File: config.mk
export PLATFORM = sky130hd
export DESIGN_NAME = sha256_stream_hasher_top
export DESIGN_NICKNAME = d
export VERILOG_FILES = /design/src/rtl/core/sha_pkg.sv /design/src/rtl/core/sha_front.sv /design/src/rtl/core/sha_fifo.sv /design/src/rtl/core/sha_core.sv /design/src/rtl/core/sha256_stream_hasher_top.sv
export SDC_FILE = /design/constraint.sdc
export NUM_CORES = 2
export LEC_CHECK = 0
export BUFFER_PORTS_ARGS = -buffer_cell sky130_fd_sc_hd__buf_2
export CORE_AREA = 2 2 375 525
export DETAILED_ROUTE_END_ITERATION = 12
export DIE_AREA = 0 0 377 527
export SLEW_MARGIN = 40
export SYNTH_ARGS = -nofsm -noshare
export SYNTH_HDL_FRONTEND = slang
export SYNTH_SLANG_ARGS = --single-unit
File: constraint.sdc
create_clock -name clk -period 39.9 [get_ports clk]
set_clock_uncertainty 0.05 [all_clocks]
set_input_delay 11.97 -clock clk [delete_from_list [all_inputs] [get_ports clk]]
set_output_delay 11.97 -clock clk [all_outputs]
set_load 0.005 [all_outputs]
File: src/rtl/core/sha_pkg.sv
// shared types, constants and round functions for the sha-256 stream hasher
// no dependencies; used by every module of the hasher
`default_nettype none

package sha_pkg;

  typedef struct packed {
    logic [7:0] data_byte;
    logic       byte_present;
    logic       end_of_message;
  } item_t;

  typedef struct packed {
    logic [31:0] digest_word;
    logic [2:0]  word_index;
    logic        last_word;
    logic        length_overflow;
  } result_t;

  // one 32-bit message word handed from the front end to the round engine
  typedef struct packed {
    logic [31:0] word;
    logic        last;
    logic        overflow;
  } xfer_t;

  localparam int unsigned QDEPTH = 4;
  localparam int unsigned QW     = $clog2(QDEPTH);

  localparam logic [60:0] COUNT_MAX    = {61{1'b1}};
  localparam logic [7:0]  PAD_MARK     = 8'h80;
  localparam logic [3:0]  LEN_WORD_IDX = 4'd14;

  function automatic logic [31:0] hash_init(input logic [2:0] idx);
    logic [31:0] r;
    case (idx)
      3'd0:    r = 32'h6a09e667;
      3'd1:    r = 32'hbb67ae85;
      3'd2:    r = 32'h3c6ef372;
      3'd3:    r = 32'ha54ff53a;
      3'd4:    r = 32'h510e527f;
      3'd5:    r = 32'h9b05688c;
      3'd6:    r = 32'h1f83d9ab;
      default: r = 32'h5be0cd19;
    endcase
    return r;
  endfunction

  function automatic logic [31:0] round_k(input logic [5:0] idx);
    logic [31:0] r;
    case (idx)
      6'd0:  r = 32'h428a2f98;  6'd1:  r = 32'h71374491;
      6'd2:  r = 32'hb5c0fbcf;  6'd3:  r = 32'he9b5dba5;
      6'd4:  r = 32'h3956c25b;  6'd5:  r = 32'h59f111f1;
      6'd6:  r = 32'h923f82a4;  6'd7:  r = 32'hab1c5ed5;
      6'd8:  r = 32'hd807aa98;  6'd9:  r = 32'h12835b01;
      6'd10: r = 32'h243185be;  6'd11: r = 32'h550c7dc3;
      6'd12: r = 32'h72be5d74;  6'd13: r = 32'h80deb1fe;
      6'd14: r = 32'h9bdc06a7;  6'd15: r = 32'hc19bf174;
      6'd16: r = 32'he49b69c1;  6'd17: r = 32'hefbe4786;
      6'd18: r = 32'h0fc19dc6;  6'd19: r = 32'h240ca1cc;
      6'd20: r = 32'h2de92c6f;  6'd21: r = 32'h4a7484aa;
      6'd22: r = 32'h5cb0a9dc;  6'd23: r = 32'h76f988da;
      6'd24: r = 32'h983e5152;  6'd25: r = 32'ha831c66d;
      6'd26: r = 32'hb00327c8;  6'd27: r = 32'hbf597fc7;
      6'd28: r = 32'hc6e00bf3;  6'd29: r = 32'hd5a79147;
      6'd30: r = 32'h06ca6351;  6'd31: r = 32'h14292967;
      6'd32: r = 32'h27b70a85;  6'd33: r = 32'h2e1b2138;
      6'd34: r = 32'h4d2c6dfc;  6'd35: r = 32'h53380d13;
      6'd36: r = 32'h650a7354;  6'd37: r = 32'h766a0abb;
      6'd38: r = 32'h81c2c92e;  6'd39: r = 32'h92722c85;
      6'd40: r = 32'ha2bfe8a1;  6'd41: r = 32'ha81a664b;
      6'd42: r = 32'hc24b8b70;  6'd43: r = 32'hc76c51a3;
      6'd44: r = 32'hd192e819;  6'd45: r = 32'hd6990624;
      6'd46: r = 32'hf40e3585;  6'd47: r = 32'h106aa070;
      6'd48: r = 32'h19a4c116;  6'd49: r = 32'h1e376c08;
      6'd50: r = 32'h2748774c;  6'd51: r = 32'h34b0bcb5;
      6'd52: r = 32'h391c0cb3;  6'd53: r = 32'h4ed8aa4a;
      6'd54: r = 32'h5b9cca4f;  6'd55: r = 32'h682e6ff3;
      6'd56: r = 32'h748f82ee;  6'd57: r = 32'h78a5636f;
      6'd58: r = 32'h84c87814;  6'd59: r = 32'h8cc70208;
      6'd60: r = 32'h90befffa;  6'd61: r = 32'ha4506ceb;
      6'd62: r = 32'hbef9a3f7;  default: r = 32'hc67178f2;
    endcase
    return r;
  endfunction

  function automatic logic [31:0] rotr(input logic [31:0] v, input int unsigned n);
    return (v >> n) | (v << (32 - n));
  endfunction

  function automatic logic [31:0] big_sigma0(input logic [31:0] v);
    return rotr(v, 2) ^ rotr(v, 13) ^ rotr(v, 22);
  endfunction

  function automatic logic [31:0] big_sigma1(input logic [31:0] v);
    return rotr(v, 6) ^ rotr(v, 11) ^ rotr(v, 25);
  endfunction

  function automatic logic [31:0] small_sigma0(input logic [31:0] v);
    return rotr(v, 7) ^ rotr(v, 18) ^ (v >> 3);
  endfunction

  function automatic logic [31:0] small_sigma1(input logic [31:0] v);
    return rotr(v, 17) ^ rotr(v, 19) ^ (v >> 10);
  endfunction

endpackage

`default_nettype wire

File: src/rtl/core/sha_front.sv
// front end: takes byte items, counts length, packs words and generates padding
// depends on sha_pkg; feeds sha_fifo
`default_nettype none

module sha_front
  import sha_pkg::*;
(
  input  wire logic  clk,
  input  wire logic  rst,
  input  wire logic  push,
  output logic       full,
  input  wire item_t item,
  output logic       q_push,
  input  wire logic  q_full,
  output xfer_t      q_data
);

  typedef enum logic [2:0] {ACCEPT, PAD_FIRST, PAD_ZERO, PAD_LEN_HI, PAD_LEN_LO} state_t;

  state_t      state;
  logic [5:0]  fill;
  logic [60:0] byte_count;
  logic        overflow;
  logic [31:0] word;
  logic [3:0]  pidx;

  logic        accept;
  logic        take;
  logic [31:0] word_new;
  logic [31:0] pad_first;
  logic [63:0] bit_len;

  assign full     = (state != ACCEPT) || q_full;
  assign accept   = push && !full;
  assign take     = accept && item.byte_present && (byte_count != COUNT_MAX);
  assign word_new = {word[23:0], item.data_byte};
  assign bit_len  = {byte_count, 3'b000};

  always_comb begin
    case (fill[1:0])
      2'd0:    pad_first = {PAD_MARK, 24'h0};
      2'd1:    pad_first = {word[7:0], PAD_MARK, 16'h0};
      2'd2:    pad_first = {word[15:0], PAD_MARK, 8'h0};
      default: pad_first = {word[23:0], PAD_MARK};
    endcase
  end

  always_comb begin
    q_push        = 1'b0;
    q_data.word   = word_new;
    q_data.last   = 1'b0;
    q_data.overflow = overflow;
    unique case (state)
      ACCEPT: begin
        q_push = take && (fill[1:0] == 2'd3);
      end
      PAD_FIRST: begin
        q_push      = 1'b1;
        q_data.word = pad_first;
      end
      PAD_ZERO: begin
        q_push      = (pidx != LEN_WORD_IDX);
        q_data.word = 32'h0;
      end
      PAD_LEN_HI: begin
        q_push      = 1'b1;
        q_data.word = bit_len[63:32];
      end
      PAD_LEN_LO: begin
        q_push      = 1'b1;
        q_data.word = bit_len[31:0];
        q_data.last = 1'b1;
      end
      default: begin
        q_push = 1'b0;
      end
    endcase
  end

  always_ff @(posedge clk) begin
    if (rst) begin
      state      <= ACCEPT;
      fill       <= '0;
      byte_count <= '0;
      overflow   <= 1'b0;
      pidx       <= '0;
    end else begin
      unique case (state)
        ACCEPT: begin
          if (accept) begin
            if (take) begin
              word       <= word_new;
              fill       <= fill + 6'd1;
              byte_count <= byte_count + 61'd1;
            end else if (item.byte_present) begin
              overflow <= 1'b1;
            end
            if (item.end_of_message) begin
              state <= PAD_FIRST;
            end
          end
        end
        PAD_FIRST: begin
          if (!q_full) begin
            pidx  <= fill[5:2] + 4'd1;
            state <= PAD_ZERO;
          end
        end
        PAD_ZERO: begin
          // zero words run up to the length slot, wrapping into a second block if needed
          if (pidx == LEN_WORD_IDX) begin
            state <= PAD_LEN_HI;
          end else if (!q_full) begin
            pidx <= pidx + 4'd1;
          end
        end
        PAD_LEN_HI: begin
          if (!q_full) begin
            state <= PAD_LEN_LO;
          end
        end
        PAD_LEN_LO: begin
          if (!q_full) begin
            state      <= ACCEPT;
            fill       <= '0;
            byte_count <= '0;
            overflow   <= 1'b0;
          end
        end
        default: begin
          state <= ACCEPT;
        end
      endcase
    end
  end

endmodule

`default_nettype wire

File: src/rtl/core/sha_fifo.sv
// short word queue between the front end and the round engine
// depends on sha_pkg for the entry type and depth
`default_nettype none

module sha_fifo
  import sha_pkg::*;
(
  input  wire logic  clk,
  input  wire logic  rst,
  input  wire logic  wr_en,
  input  wire xfer_t wr_data,
  output logic       full,
  input  wire logic  rd_en,
  output xfer_t      rd_data,
  output logic       empty
);

  xfer_t         entries [QDEPTH];
  logic [QW-1:0] wr_ptr;
  logic [QW-1:0] rd_ptr;
  logic [QW:0]   count;
  logic          do_wr;
  logic          do_rd;

  assign full    = (count == (QW+1)'(QDEPTH));
  assign empty   = (count == '0);
  assign do_wr   = wr_en && !full;
  assign do_rd   = rd_en && !empty;
  assign rd_data = entries[rd_ptr];

  always_ff @(posedge clk) begin
    if (do_wr) begin
      entries[wr_ptr] <= wr_data;
    end
  end

  always_ff @(posedge clk) begin
    if (rst) begin
      wr_ptr <= '0;
      rd_ptr <= '0;
      count  <= '0;
    end else begin
      if (do_wr) begin
        wr_ptr <= wr_ptr + QW'(1);
      end
      if (do_rd) begin
        rd_ptr <= rd_ptr + QW'(1);
      end
      if (do_wr && !do_rd) begin
        count <= count + (QW+1)'(1);
      end else if (do_rd && !do_wr) begin
        count <= count - (QW+1)'(1);
      end
    end
  end

endmodule

`default_nettype wire

File: src/rtl/core/sha_core.sv
// back end: loads 16 words, runs 64 rounds one per cycle, updates the hash
// and hands out the digest words; depends on sha_pkg
`default_nettype none

module sha_core
  import sha_pkg::*;
(
  input  wire logic  clk,
  input  wire logic  rst,
  input  wire logic  q_empty,
  input  wire xfer_t q_data,
  output logic       q_pop,
  output logic       empty,
  input  wire logic  pop,
  output result_t    result
);

  typedef enum logic [1:0] {LOAD, ROUND, UPDATE, EMIT} state_t;

  state_t      state;
  logic [31:0] win  [16];
  logic [31:0] v    [8];
  logic [31:0] hash [8];
  logic [3:0]  load_cnt;
  logic [5:0]  rnd;
  logic [2:0]  idx;
  logic        last_blk;
  logic        ovf;

  logic [31:0] t1;
  logic [31:0] t2;
  logic [31:0] w_new;
  logic [31:0] ch;
  logic [31:0] maj;

  assign q_pop = (state == LOAD) && !q_empty;
  assign empty = (state != EMIT);

  assign result.digest_word     = hash[idx];
  assign result.word_index      = idx;
  assign result.last_word       = (idx == 3'd7);
  assign result.length_overflow = ovf;

  assign ch    = (v[4] & v[5]) ^ (~v[4] & v[6]);
  assign maj   = (v[0] & v[1]) ^ (v[0] & v[2]) ^ (v[1] & v[2]);
  assign t1    = v[7] + big_sigma1(v[4]) + ch + round_k(rnd) + win[0];
  assign t2    = big_sigma0(v[0]) + maj;
  // window holds w[i..i+15]; next schedule word is w[i+16]
  assign w_new = win[0] + small_sigma0(win[1]) + win[9] + small_sigma1(win[14]);

  always_ff @(posedge clk) begin
    if (rst) begin
      state    <= LOAD;
      load_cnt <= '0;
      rnd      <= '0;
      idx      <= '0;
      last_blk <= 1'b0;
      ovf      <= 1'b0;
      for (int i = 0; i < 8; i++) begin
        hash[i] <= hash_init(3'(i));
      end
    end else begin
      unique case (state)
        LOAD: begin
          if (q_pop) begin
            for (int i = 0; i < 15; i++) begin
              win[i] <= win[i+1];
            end
            win[15]  <= q_data.word;
            load_cnt <= load_cnt + 4'd1;
            if (load_cnt == 4'd15) begin
              last_blk <= q_data.last;
              ovf      <= q_data.overflow;
              rnd      <= '0;
              for (int i = 0; i < 8; i++) begin
                v[i] <= hash[i];
              end
              state <= ROUND;
            end
          end
        end
        ROUND: begin
          for (int i = 0; i < 15; i++) begin
            win[i] <= win[i+1];
          end
          win[15] <= w_new;
          v[7] <= v[6];
          v[6] <= v[5];
          v[5] <= v[4];
          v[4] <= v[3] + t1;
          v[3] <= v[2];
          v[2] <= v[1];
          v[1] <= v[0];
          v[0] <= t1 + t2;
          rnd  <= rnd + 6'd1;
          if (rnd == 6'd63) begin
            state <= UPDATE;
          end
        end
        UPDATE: begin
          for (int i = 0; i < 8; i++) begin
            hash[i] <= hash[i] + v[i];
          end
          idx   <= '0;
          state <= last_blk ? EMIT : LOAD;
        end
        EMIT: begin
          if (pop) begin
            idx <= idx + 3'd1;
            if (idx == 3'd7) begin
              for (int i = 0; i < 8; i++) begin
                hash[i] <= hash_init(3'(i));
              end
              state <= LOAD;
            end
          end
        end
        default: begin
          state <= LOAD;
        end
      endcase
    end
  end

endmodule

`default_nettype wire

File: src/rtl/core/sha256_stream_hasher_top.sv
// sha-256 stream hasher: byte items in, eight digest words out per message
// an item is taken when push is high and full is low; full holds items off while padding
// words go out and while the 4-word queue is full. a 64-byte block costs 16 loads, 64
// rounds and one update; bytes sent back to back stall during the rounds, as only 16 bytes
// fit in the queue. end of message adds 3 to 18 words, held back while the queue is full;
// digest words follow the last update, one per pop. sync reset restores the iv
// depends on sha_pkg, sha_front, sha_fifo, sha_core
`default_nettype none

module sha256_stream_hasher_top
  import sha_pkg::*;
(
  input  wire logic  clk,
  input  wire logic  rst,
  input  wire logic  push,
  output logic       full,
  input  wire item_t item,
  output logic       empty,
  input  wire logic  pop,
  output result_t    result
);

  logic  q_push;
  logic  q_full;
  logic  q_empty;
  logic  q_pop;
  xfer_t q_wr;
  xfer_t q_rd;

  sha_front u_front (
    .clk    (clk),
    .rst    (rst),
    .push   (push),
    .full   (full),
    .item   (item),
    .q_push (q_push),
    .q_full (q_full),
    .q_data (q_wr)
  );

  sha_fifo u_fifo (
    .clk     (clk),
    .rst     (rst),
    .wr_en   (q_push),
    .wr_data (q_wr),
    .full    (q_full),
    .rd_en   (q_pop),
    .rd_data (q_rd),
    .empty   (q_empty)
  );

  sha_core u_core (
    .clk     (clk),
    .rst     (rst),
    .q_empty (q_empty),
    .q_data  (q_rd),
    .q_pop   (q_pop),
    .empty   (empty),
    .pop     (pop),
    .result  (result)
  );

endmodule

`default_nettype wire
==> run_summary.xml <==
<?xml version="1.0" encoding="UTF-8"?>
<metrics>
  <group name="run_status">
    <metric name="outcome" unit="">complete, no violations</metric>
  </group>
  <group name="synth">
    <metric name="yosys.cell_count.top_type" unit="">nand2_1</metric>
    <metric name="yosys.area.top_type" unit="">edfxtp_1</metric>
    <metric name="synthDistinctLibCells" unit="">95</metric>
    <metric name="synth_top_cells_by_area" unit="">edfxtp_1 41%, dfxtp_1 6.8%, ha_1 6.5%</metric>
    <metric name="synth.net_count" unit="">7856</metric>
    <metric name="netlist_top_cells_count" unit="">1157 x nand2_1, 1056 x edfxtp_1, 470 x a21oi_1, 414 x o21ai_0, 406 x inv_1</metric>
    <metric name="ys_seq_area_share" unit="%">47.93</metric>
    <metric name="synth-warning-count" unit="">0</metric>
    <metric name="post_synth_inst_count" unit="">7243</metric>
    <metric name="postSynth.topFlopCell" unit="">edfxtp_1</metric>
    <metric name="synthesis.area_per_instance" unit="um2">10.66</metric>
    <metric name="synth_enable_flop_cells" unit="">1056</metric>
    <metric name="postSynth.asyncResetShare" unit="%">0</metric>
    <metric name="yosysTopAreaCellShare" unit="%">41.08</metric>
    <metric name="post_synth_instance_area" unit="um2">77190</metric>
    <metric name="postSynthRegisterBits" unit="">1320</metric>
  </group>
  <group name="timing">
    <metric name="period_share" unit="%">38.85</metric>
    <metric name="setup-tns-final" unit="ns">0</metric>
    <metric name="clock.fmax" unit="MHz">64.51</metric>
    <metric name="slew_violations" unit="">0</metric>
    <metric name="timing_hold_violations_final" unit="">0</metric>
    <metric name="final_period_minus_worst_setup_slack" unit="ns">15.50</metric>
    <metric name="grt_setup_unrepaired" unit="">no</metric>
    <metric name="finalSetupViolations" unit="">0</metric>
    <metric name="worstMarginPinSlew" unit="ns">0.8879</metric>
    <metric name="timing.slew.headroom" unit="%">40.35</metric>
  </group>
  <group name="cts">
    <metric name="clock_tree_buffer_depth" unit="">3</metric>
    <metric name="hold_buffers" unit="">0</metric>
    <metric name="root_buffer" unit="">clkbuf_16</metric>
    <metric name="cts.clk_slew.worst_paths" unit="ns">0.06</metric>
    <metric name="htree_num_levels" unit="">4</metric>
    <metric name="cts-buffers-inserted" unit="">140</metric>
    <metric name="clock_sinks" unit="">1320</metric>
    <metric name="tritoncts" unit="">built</metric>
    <metric name="clock_latency" unit="ns">0.82</metric>
    <metric name="post_cts.repair.setup_buffers" unit="">0</metric>
    <metric name="cts-resized-gates" unit="">0</metric>
  </group>
  <group name="critical_path">
    <metric name="critical_register_to_register_path_endpoint" unit="">u_core.v[0][31]$_DFFE_PP_</metric>
    <metric name="critPathCaptureType" unit="">output port</metric>
    <metric name="critical_path_required" unit="ns">27.88</metric>
    <metric name="path_class" unit="">register to output port</metric>
    <metric name="setup.reg_to_reg.worst_slack" unit="ns">30.59</metric>
    <metric name="timing.critical_path.fanout_max" unit="">39</metric>
    <metric name="critical_path_arrival" unit="ns">3.48</metric>
    <metric name="cp-start-kind" unit="">register</metric>
    <metric name="rr_worst_depth" unit="">30</metric>
    <metric name="rr_startpoint" unit="">u_core.v[0][141]$_DFFE_PP_</metric>
  </group>
  <group name="worst_hold_path">
    <metric name="hold_start" unit="">u_core.win[0][254]$_DFFE_PP_</metric>
    <metric name="hold-path-cell-count" unit="">0</metric>
    <metric name="whs_endpoint" unit="">u_core.win[0][222]$_DFFE_PP_</metric>
    <metric name="holdCritPathClass" unit="">register to register</metric>
  </group>
  <group name="placed_design">
    <metric name="hpwl" unit="um">186300</metric>
    <metric name="total_of_buffers_placed_on_input_and_output_ports" unit="">52</metric>
    <metric name="gpl.final_weighted_congestion" unit="">0.9675</metric>
    <metric name="placed_area" unit="um2">80260</metric>
  </group>
  <group name="grt">
    <metric name="antenna_found_initial" unit="">5</metric>
    <metric name="grt_max_degree" unit="">91</metric>
    <metric name="grt_pass1_wl" unit="um">368900</metric>
    <metric name="vias_in_the_first_global_route" unit="">55830</metric>
    <metric name="grt_util_all_layers" unit="%">24.96</metric>
    <metric name="gr-total-overflow" unit="">0</metric>
  </group>
  <group name="die">
    <metric name="placeableCoreArea" unit="um2">194600</metric>
    <metric name="boundaryPins" unit="">53</metric>
    <metric name="placement_rows" unit="">192</metric>
    <metric name="dieArea" unit="um2">198700</metric>
    <metric name="die_x" unit="um">377</metric>
    <metric name="start_util" unit="%">39.67</metric>
    <metric name="die_span_y" unit="um">527</metric>
  </group>
  <group name="final_layout">
    <metric name="postLayoutCoreUtil" unit="%">43.76</metric>
    <metric name="flow.area_growth_from_synthesis" unit="%">10.30</metric>
    <metric name="sequential_cell_area" unit="um2">37010</metric>
    <metric name="drive_gt1_share" unit="%">8.111</metric>
    <metric name="final_cell_area" unit="um2">85140</metric>
    <metric name="n_fill_cell" unit="">18310</metric>
    <metric name="area_taken_by_multi_input_logic_gates" unit="um2">37530</metric>
    <metric name="fin_nets" unit="">7807</metric>
  </group>
  <group name="route">
    <metric name="detailedRoute.firstIterationViolations" unit="">4901</metric>
    <metric name="wire_per_inst" unit="um">25.45</metric>
    <metric name="drc" unit="">0</metric>
    <metric name="route.vias.total" unit="">56660</metric>
    <metric name="totalWireLength" unit="um">250300</metric>
    <metric name="firstDrtPassIters" unit="">7</metric>
    <metric name="post_drt_via_cell_ratio" unit="">5.761</metric>
    <metric name="antenna_left" unit="">0</metric>
  </group>
  <group name="job">
    <metric name="drv_cap" unit="">0</metric>
  </group>
  <group name="power">
    <metric name="switching_power_total" unit="W">0.002212</metric>
    <metric name="power.ir.vdd_worst" unit="uV">86.84</metric>
    <metric name="cellPowerDensity" unit="nW/um2">67.78</metric>
    <metric name="leakage_power_of_the_design" unit="nW">32.19</metric>
    <metric name="combPwrFrac" unit="%">42.8</metric>
    <metric name="internal_power" unit="W">0.003559</metric>
    <metric name="power.share.switching" unit="%">38.33</metric>
    <metric name="seq_power_share" unit="%">33.5</metric>
    <metric name="pwr-share-clk" unit="%">23.7</metric>
  </group>
</metrics>
cells by family after synthesis:
kind of cell / after synthesis / synth area share [%]
and+or+nand+nor: 2121 / 11.98
AOI/OAI and AO/OA: 1634 / 13.38
DFF: 1320 / 47.93
buffers and inverters: 742 / 3.644
adders and majority gates: 621 / 11.90
xor gates and xnor gates: 619 / 7.061
muxes: 186 / 4.104
power by group through the flow:
stage	Sequential (W)	Clock, W	Combinational [W]
2_1_floorplan	0.00198	0	0.00177
3_3_place_gp	0.00196	0	0.00240
3_5_place_dp	0.00196	0	0.00244
4_1_cts	0.00194	0.00139	0.00246
5_1_grt	0.00195	0.00144	0.00275
6_report	0.00193	0.00137	0.00247
through the flow:
stage / std cells / worst slack, ns / power (W) / hold WS, ns
floorplan: 7243 / 7.830 / 0.003751 / 0.3503
global placement: 9568 / 23.24 / 0.004358 / 0.3506
detailed placement: 9572 / 23.53 / 0.004400 / 0.3545
CTS: 9831 / 24.29 / 0.005786 / 0.3436
global route: 9834 / 24.22 / 0.006140 / 0.3659
finish: 9835 / 24.40 / 0.005771 / 0.3499
cells in the final DEF, fill, tap and decap left out, types with 67 or more instances in the layout:
cell type / instances
a211oi_1: 81
nor3_1: 97
edfxtp_1: 1056
ha_1: 401
xor2_1: 231
a21oi_1: 470
fa_1: 196
dfxtp_1: 260
xnor2_1: 386
inv_1: 405
nor2_1: 395
buf_4: 70
o211ai_1: 67
clkbuf_16: 142
nand3_1: 104
o21ai_0: 413
mux4_2: 98
nand2_1: 1152
a21o_1: 158
routing by layer:
layer  track usage (%)  vias to the layer above  routed length, um
li1                  -                    25860                  -
met5                 0                        -                 18
met2             44.11                     2051             126600
met1             28.53                    28160              93170
met3             3.186                      588              12540
met4             15.42                        2              18010
sequential cells by signal, summed over array words and instances, names as in the netlist, named ones only:
name / cells
u_front.fill: 6
u_front.pidx: 4
u_fifo.rd_ptr: 2
u_core.load_cnt: 4
u_fifo.count: 3
u_core.idx: 3
u_fifo.entries: 136
u_core.ovf: 1
u_fifo.wr_ptr: 2
u_front.overflow: 1
u_core.state: 2
u_core.win: 512
u_core.v: 256
u_front.state: 3
u_core.last_blk: 1
u_front.word: 24
u_core.rnd: 6
u_front.byte_count: 61
u_core.hash: 256
how the worst max path moves through the flow:
stage | to | slack [ns] | cells after the start
4_1_cts | result[20] | 24.29 | 4
3_5_place_dp | u_core.win[0][209]$_DFFE_PP_ | 23.53 | 9
6_report | result[21] | 24.40 | 4
2_1_floorplan | u_core.v[0][0]$_DFFE_PP_ | 7.83 | 6
3_3_place_gp | u_core.win[1][148]$_DFFE_PP_ | 23.24 | 7
5_1_grt | result[20] | 24.22 | 4
layout make-up:
| cell class | instances | area share, % |
|---|---|---|
| repair buffers | 141 | 1.286 |
| multi-input cells | 5181 | 44.08 |
| clock buffers | 180 | 4.459 |
| flip-flops and latches | 1320 | 43.47 |
| clock inverters | 79 | 1.187 |
| well taps | 2522 | 3.706 |
| inverters | 410 | 1.810 |
| diodes | 2 | 0.005878 |
critical path, cell delays in order, from the launching register on:
cell and delay [ns]:
dfxtp_4 0.75, buf_6 0.55, mux4_2 0.77, mux2_2 0.37, buf_2 0.14
Note: power is estimated with default switching activity, not from simulation.
